**config.mk**
```make
export PLATFORM = sky130hd
export DESIGN_NAME = demp_ctrl
export DESIGN_NICKNAME = d
export VERILOG_FILES = /design/src/design/demp_pkg.sv /design/src/design/demp_ctrl.sv
export SDC_FILE = /design/constraint.sdc
export NUM_CORES = 1
export LEC_CHECK = 0
export ABC_AREA = 1
export BUFFER_PORTS_ARGS = -buffer_cell sky130_fd_sc_hd__buf_2
export CAP_MARGIN = 30
export CORE_AREA = 8 8 45 47
export CTS_BUF_LIST = sky130_fd_sc_hd__clkbuf_4 sky130_fd_sc_hd__clkbuf_8
export CTS_CLUSTER_SIZE = 12
export DETAILED_ROUTE_END_ITERATION = 16
export DIE_AREA = 0 0 53 55
export GPL_TIMING_DRIVEN = 0
export PLACE_DENSITY = 0.8
export RECOVER_POWER = 25
export SKIP_LAST_GASP = 1
export SYNTH_ARGS = -nofsm -noshare
export SYNTH_HDL_FRONTEND = slang
export SYNTH_SLANG_ARGS = --single-unit
```
**constraint.sdc**
```tcl
create_clock -name clk -period 1.4 [get_ports clk]
set_input_delay 0 -clock clk [delete_from_list [all_inputs] [get_ports clk]]
set_output_delay 0 -clock clk [all_outputs]
set_load 0.01 [all_outputs]
```
**src/design/demp_pkg.sv**
```systemverilog
// ---------------------------------------------------------------------------
// demp_pkg
// Types, constants and the controller/datapath interface of the proposer.
// ---------------------------------------------------------------------------
package demp_pkg;

  localparam int NODES     = 32;
  localparam int IDX_W     = $clog2(NODES);
  localparam int CNT_W     = $clog2(NODES + 1);
  localparam int NODE_W    = 5;
  localparam int RAND_W    = 16;
  localparam int WEIGHT_W  = 16;
  localparam int CFG_IDX_W = 3;
  localparam int CFG_W     = 16;

  // request types
  localparam logic [1:0] REQ_EDGE = 2'd0;
  localparam logic [1:0] REQ_SLOT = 2'd1;
  localparam logic [1:0] REQ_PROP = 2'd2;
  localparam logic [1:0] REQ_RSVD = 2'd3;

  // move kinds
  localparam logic [1:0] KIND_ADD  = 2'd0;
  localparam logic [1:0] KIND_REM  = 2'd1;
  localparam logic [1:0] KIND_SWAP = 2'd2;

  // configuration register indexes
  localparam logic [CFG_IDX_W-1:0] CFG_NUM_NODES   = 3'd0;
  localparam logic [CFG_IDX_W-1:0] CFG_MAX_PARENTS = 3'd1;
  localparam logic [CFG_IDX_W-1:0] CFG_W_ADD       = 3'd2;
  localparam logic [CFG_IDX_W-1:0] CFG_W_REM       = 3'd3;
  localparam logic [CFG_IDX_W-1:0] CFG_W_SWAP      = 3'd4;

  // bit vector sources for the pick and scan unit
  localparam logic [1:0] SRC_ELIG = 2'd0;
  localparam logic [1:0] SRC_ROW  = 2'd1;
  localparam logic [1:0] SRC_CAND = 2'd2;

  typedef struct packed {
    logic [1:0]        req_type;
    logic [NODE_W-1:0] node_a;
    logic [NODE_W-1:0] node_b;
    logic              edge_value;
    logic [RAND_W-1:0] rand_0;
    logic [RAND_W-1:0] rand_1;
    logic [RAND_W-1:0] rand_2;
    logic [RAND_W-1:0] rand_3;
  } req_t;

  typedef struct packed {
    logic              success;
    logic [1:0]        move_kind;
    logic [NODE_W-1:0] child_node;
    logic [NODE_W-1:0] added_parent;
    logic [NODE_W-1:0] removed_parent;
  } res_t;

  typedef struct packed {
    logic       cap;
    logic       do_write;
    logic       res_fail;
    logic       res_move;
    logic       out_load;
    logic       kind_zero;
    logic       kmul;
    logic       kcmp;
    logic       next_try;
    logic       elig_step;
    logic       pick;
    logic [1:0] pick_src;
    logic       scan_step;
    logic [1:0] scan_src;
    logic       load_child;
  } cmd_t;

  typedef struct packed {
    logic       is_prop;
    logic       n_zero;
    logic       total_zero;
    logic       cnt_last;
    logic       m_zero;
    logic       found;
    logic [1:0] kind;
    logic       attempt_last;
    logic       out_stall;
  } sts_t;

endpackage

```
**src/design/demp_ctrl.sv**
```systemverilog
// ---------------------------------------------------------------------------
// demp_ctrl
// Sequencer for writes and proposals: kind draw, eligibility pass, picks
// and bit scans, result hand-off.
// ---------------------------------------------------------------------------
module demp_ctrl import demp_pkg::*; (
  input  logic clk,
  input  logic rst,
  input  logic in_valid,
  output logic in_ready,
  input  sts_t sts,
  output cmd_t cmd
);

  localparam logic [3:0] S_IDLE   = 4'd0;
  localparam logic [3:0] S_DECODE = 4'd1;
  localparam logic [3:0] S_KMUL   = 4'd2;
  localparam logic [3:0] S_KCMP   = 4'd3;
  localparam logic [3:0] S_CNT    = 4'd4;
  localparam logic [3:0] S_CHKM   = 4'd5;
  localparam logic [3:0] S_SCHILD = 4'd6;
  localparam logic [3:0] S_LOAD   = 4'd7;
  localparam logic [3:0] S_PREM   = 4'd8;
  localparam logic [3:0] S_SREM   = 4'd9;
  localparam logic [3:0] S_PADD   = 4'd10;
  localparam logic [3:0] S_SADD   = 4'd11;
  localparam logic [3:0] S_RES    = 4'd12;
  localparam logic [3:0] S_DONE   = 4'd13;

  logic [3:0] state, state_next;

  assign in_ready = state == S_IDLE;

  always_comb begin
    cmd        = '0;
    state_next = state;
    unique case (state)
      S_IDLE: begin
        if (in_valid) begin
          cmd.cap    = 1'b1;
          state_next = S_DECODE;
        end
      end
      // writes finish here; proposals fail with no active nodes, skip the kind draw on a zero weight sum, else start it
      S_DECODE: begin
        if (!sts.is_prop) begin
          cmd.do_write = 1'b1;
          state_next   = S_DONE;
        end else if (sts.n_zero) begin
          cmd.res_fail = 1'b1;
          state_next   = S_DONE;
        end else if (sts.total_zero) begin
          cmd.kind_zero = 1'b1;
          state_next    = S_CNT;
        end else begin
          cmd.kmul   = 1'b1;
          state_next = S_KMUL;
        end
      end
      S_KMUL: state_next = S_KCMP;
      S_KCMP: begin
        cmd.kcmp   = 1'b1;
        state_next = S_CNT;
      end
      // one child per cycle
      S_CNT: begin
        cmd.elig_step = 1'b1;
        if (sts.cnt_last) state_next = S_CHKM;
      end
      S_CHKM: begin
        if (!sts.m_zero) begin
          cmd.pick     = 1'b1;
          cmd.pick_src = SRC_ELIG;
          state_next   = S_SCHILD;
        end else if (sts.attempt_last) begin
          cmd.res_fail = 1'b1;
          state_next   = S_DONE;
        end else begin
          cmd.next_try = 1'b1;
          state_next   = S_CNT;
        end
      end
      S_SCHILD: begin
        cmd.scan_step = 1'b1;
        cmd.scan_src  = SRC_ELIG;
        if (sts.found) state_next = S_LOAD;
      end
      S_LOAD: begin
        cmd.load_child = 1'b1;
        state_next     = (sts.kind == KIND_ADD) ? S_PADD : S_PREM;
      end
      S_PREM: begin
        cmd.pick     = 1'b1;
        cmd.pick_src = SRC_ROW;
        state_next   = S_SREM;
      end
      S_SREM: begin
        cmd.scan_step = 1'b1;
        cmd.scan_src  = SRC_ROW;
        if (sts.found) state_next = (sts.kind == KIND_REM) ? S_RES : S_PADD;
      end
      S_PADD: begin
        cmd.pick     = 1'b1;
        cmd.pick_src = SRC_CAND;
        state_next   = S_SADD;
      end
      S_SADD: begin
        cmd.scan_step = 1'b1;
        cmd.scan_src  = SRC_CAND;
        if (sts.found) state_next = S_RES;
      end
      S_RES: begin
        cmd.res_move = 1'b1;
        state_next   = S_DONE;
      end
      // hold the result until the output register frees
      S_DONE: begin
        if (!sts.out_stall) begin
          cmd.out_load = 1'b1;
          state_next   = S_IDLE;
        end
      end
      default: state_next = S_IDLE;
    endcase
  end

  always_ff @(posedge clk) begin
    if (rst) begin
      state <= S_IDLE;
    end else begin
      state <= state_next;
    end
  end

endmodule

```
Yosys cells after proc, flatten, opt, wreduce, memory -nomap -nowiden
Index checks and enable logic that the tools add are counted.
Widths: inputs -> output; s select.
- register bits: 4
- input port bits: 13
- output and inout port bits: 18
- logic and storage cells: 64
- eq/ne operators: 20
- multiplexer cells: 40
- reductions and logical operators: 3
- operators by type and width (operator ; number):
    $pmux 4 s14 ; 1
    $mux 4 ; 10
    $eq 4x4->1 const B ; 6
    $mux 1 ; 19
    $pmux 3 s3 ; 2
    $eq 4x3->1 const B ; 4
    $ne 2x2->1 const B ; 6
    $mux 3 ; 3
    $eq 4x2->1 const B ; 2
    $mux 2 ; 4
    $reduce_and 6->1 ; 1
    $eq 4x1->1 const B ; 1
    $logic_not 4->1 ; 1
    $eq 2x1->1 const B ; 1
    $logic_not 2->1 ; 1
    $pmux 1 s2 ; 1

Logic depth before layout (Yosys ltp)
- depth after elaboration: 4
- mapped depth: 9
- depth with buffers taken out: 9

Worst setup path after synthesis
Ideal clock, no wire load.
- kind: flip-flop to flip-flop
- from: reg state[0]
- to: reg state[1]
- arrival: 1.113 ns
- setup slack: 0.218 ns
- cell stages (with the launch flop): 10
- period minus slack after synthesis: 1.182 ns
- path through: dfxtp_1 buf_4 nand2_1 nor2_1 nand2_1 nand2_1 nand2_1 nand2_1 nand2_1 a21oi_1
- longest elaborated chain between the ends: 3
- elaborated cells between the ends (all ways): 22
- ends and longest elaborated chain (what ; RTL line ; text):
    start, declared ; demp_ctrl.sv:30 ; logic [3:0] state, state_next;
    start signal, assigned ; demp_ctrl.sv:131 ; state <= state_next;
    $eq 4x3->1, or another cell as far along ; demp_ctrl.sv:37 ; unique case (state)
    $ne 2x2->1 (no source line) ; - ;
    $reduce_and 6->1 (no source line) ; - ;
Several ways; a longest one is shown, not always the timed one.
A chain may end at the register's enable or synchronous reset.

==> flow_summary.yaml <==
outcome:
  outcome: "finished clean"
yosys:
  syn-num-nets: 123
  synth_area_per_cell_sq_um: 4.99
  synth_top_area_cell: "nand2_1"
  synth-seq-cells: 4
  ys_types: 16
  ys_warn_count: 0
  yosysSeqAreaShare: 0.146
  yosysTopAreaCellShare: 0.246
  synth_area_sq_um: 549
  synthCells: 110
  synthTopCellsByArea: "nand2_1 25%, inv_1 15%, dfxtp_1 15%, nor2_1 9.6%, nand2_2 5.7%"
sta:
  slew_headroom: 0.841
  worst_pin_slew_ps: 239
  fmax_mhz: 733
  final-max-slew-violation-count: 0
  finClkSkew_ps: 1.42
  rsz0062_at_grt: "yes"
  hold_violations: 0
  period_minus_slack_ps: 1360
  fin_crit_sh: 0.975
  finalSetupTns_ps: 0
  setup_viol: 0
critical_path:
  cp.arrival_ps: 1360
  critPathKind: "register to primary output"
  required_ps: 1400
  r2r_start: "state[0]$_SDFFE_PP0P_"
  cp-start-kind: "register"
  r2r-end: "state[2]$_SDFFE_PP0P_"
  path_delay_family: "simple AND/OR/NAND/NOR gates"
  path_buf_inv: 3
  r2r_cells: 9
  cp_max_fo: 8
  cp-startpoint: "state[0]$_SDFFE_PP0P_"
  cp-end-kind: "primary output"
  worstPathCellList: "buf_6 > inv_1 > nor2_4 > nand2_2 > nor3b_1 > buf_2"
  critPathMaxStageDelay_ps: 320
  critical_path_depth: 6
  reg2reg_setup_slack_ps: 130
  cpMaxStageDelayCell: "dfxtp_1"
  crit_end: "cmd[8]"
route:
  wl_per_cell_microns: 10.7
  viasPerCell: 4.81
  vias: 775
  wl_microns: 1730
  ant_nets: 0
  drt_iter0_drc: 23
  drc: 0
  dr.pass1.iters: 4
global_route:
  grt_pass1_vias: 702
  grt_pass1_wl_microns: 2700
  grt_use_total: 0.115
  overflow: 0
  antenna_found_initial: 0
  grt_max_degree: 10
place:
  dpl_cell_area_sq_um: 719
  place_inst: 156
  dp_hpwl_microns: 1420
  gp_congestion: 0.860
  port-buffer-count: 30
layout:
  drive_gt1_frac: 0.372
  top_regs: "state (4)"
  n_fill_cell: 135
  fin_util: 0.570
  fin_area_sq_um: 788
  syn_to_final_growth_pct: 43.5
  largest_reg_flops: 4
  top_register: "state"
  layout.nets: 160
  stdcell_count: 161
  n_antenna_cell: 0
hold_path:
  hold_path_class: "input pin to register"
power:
  p_int_uw: 534
  power.density_nw_per_um2: 1380
  pwr-share-comb: 0.697
  ir_worst_vdd_mv: 0.646
  swShare: 0.510
  pwr-share-seq: 0.180
  p_leak_nw: 0.549
  p_sw_uw: 557
  clockPowerShare: 0.124
clock_tree:
  clk_latency_ps: 230
  cts_sinks: 4
  cts_tree: "done"
  clkTransAtPathRegs_ps: 30
  cts_buffers: 3
  htree_levels: 1
  clk_path_buf_depth: 2
  cts_root_buf: "clkbuf_4"
floorplanning:
  die_width_microns: 53
  die_h_microns: 55
  boundaryPins: 31
  rows: 14
  core_area_sq_um: 1380
  start_util: 0.397
  die_area_sq_um: 2920
job:
  drv_cap: 0
cell type report:
class | count | area, sq um | share of cell area
Multi-Input combinational cell | 81 | 394 | 0.500
Clock buffer | 3 | 22.5 | 0.0286
Tap cell | 16 | 20.0 | 0.0254
Timing Repair Buffer | 32 | 168 | 0.213
Sequential cell | 4 | 82.6 | 0.105
Buffer | 1 | 11.3 | 0.0143
Inverter | 24 | 90.1 | 0.114
cell usage after synthesis (all sizes together):
cell / number
dfxtp: 4
inv: 24
nand3: 7
a21oi: 4
nor3: 4
nand3b: 2
nor3b: 1
nand2: 41
buf: 1
nor2: 19
nand4: 2
o22ai: 1
power groups by stage:
stage | Clock (mW) | Combinational, mW | Sequential [mW]
2_1_floorplan | 0 | 0.500 | 0.177
3_3_place_gp | 0 | 0.682 | 0.182
3_5_place_dp | 0 | 0.683 | 0.183
4_1_cts | 0.143 | 0.697 | 0.186
5_1_grt | 0.148 | 0.858 | 0.202
6_report | 0.135 | 0.760 | 0.196
layout by cell type (no fill, tap or decap), drive strengths merged:
master / count
clkbuf: 3
o22ai: 1
nand3b: 2
nand2: 41
buf: 32
nor2: 19
inv: 24
nor3: 4
dlygate4sd3: 1
dfxtp: 4
nand4: 2
nand3: 7
nor3b: 1
a21oi: 4
per-stage QoR:
stage | worst slack (ps) | total power [mW] | hold slack [ps]
3_5_place_dp | 86.8 | 0.866 | 209
2_1_floorplan | 218 | 0.677 | 47.5
4_1_cts | 11.8 | 1.03 | 230
5_1_grt | -22.5 | 1.21 | 273
3_3_place_gp | 107 | 0.864 | 208
6_report | 35.3 | 1.09 | 220
layer usage:
metal / GRT usage / part of all wire / wire length (microns)
met5: 0 / 0 / 0
met4: 0.0259 / 0 / 0
met3: 0.0267 / 0.086 / 148
met2: 0.223 / 0.51 / 889
met1: 0.122 / 0.40 / 691
worst min-delay path by stage:
stage / start / end / slack, ps / depth (start not counted)
floorplan: sts[9] / cmd[15] / 50 / 1
global placement: rst / state[2]$_SDFFE_PP0P_ / 210 / 2
detailed placement: rst / state[3]$_SDFFE_PP0P_ / 210 / 2
CTS: sts[4] / state[3]$_SDFFE_PP0P_ / 230 / 6
global route: sts[1] / cmd[8] / 270 / 3
finish: sts[4] / state[1]$_SDFFE_PP0P_ / 220 / 6
worst reg2reg max path: cells and delay by family (launching register included):
kind	cells	cell delay (ps)
flip-flops	1	320
buffers and inverters	3	250
AND/OR/NAND/NOR	5	490
AO/OA/AOI/OAI	1	130
cell families after synthesis:
kind of cell           count (synthesis)  share of synthesized area
AND/OR/NAND/NOR                       76                      0.629
buffers and inverters                 25                      0.178
AO/OA/AOI/OAI                          5                     0.0478
flip-flops                             4                      0.146
what timing repair did:
action	in CTS	in global routing
pin swaps	0	2
endpoints found under the setup margin	1	10
gates resized for setup	2	8
setup buffers	0	1
endpoints found under the hold margin	4	0
hold buffers	1	0
Power figures use the tool's default switching activity.
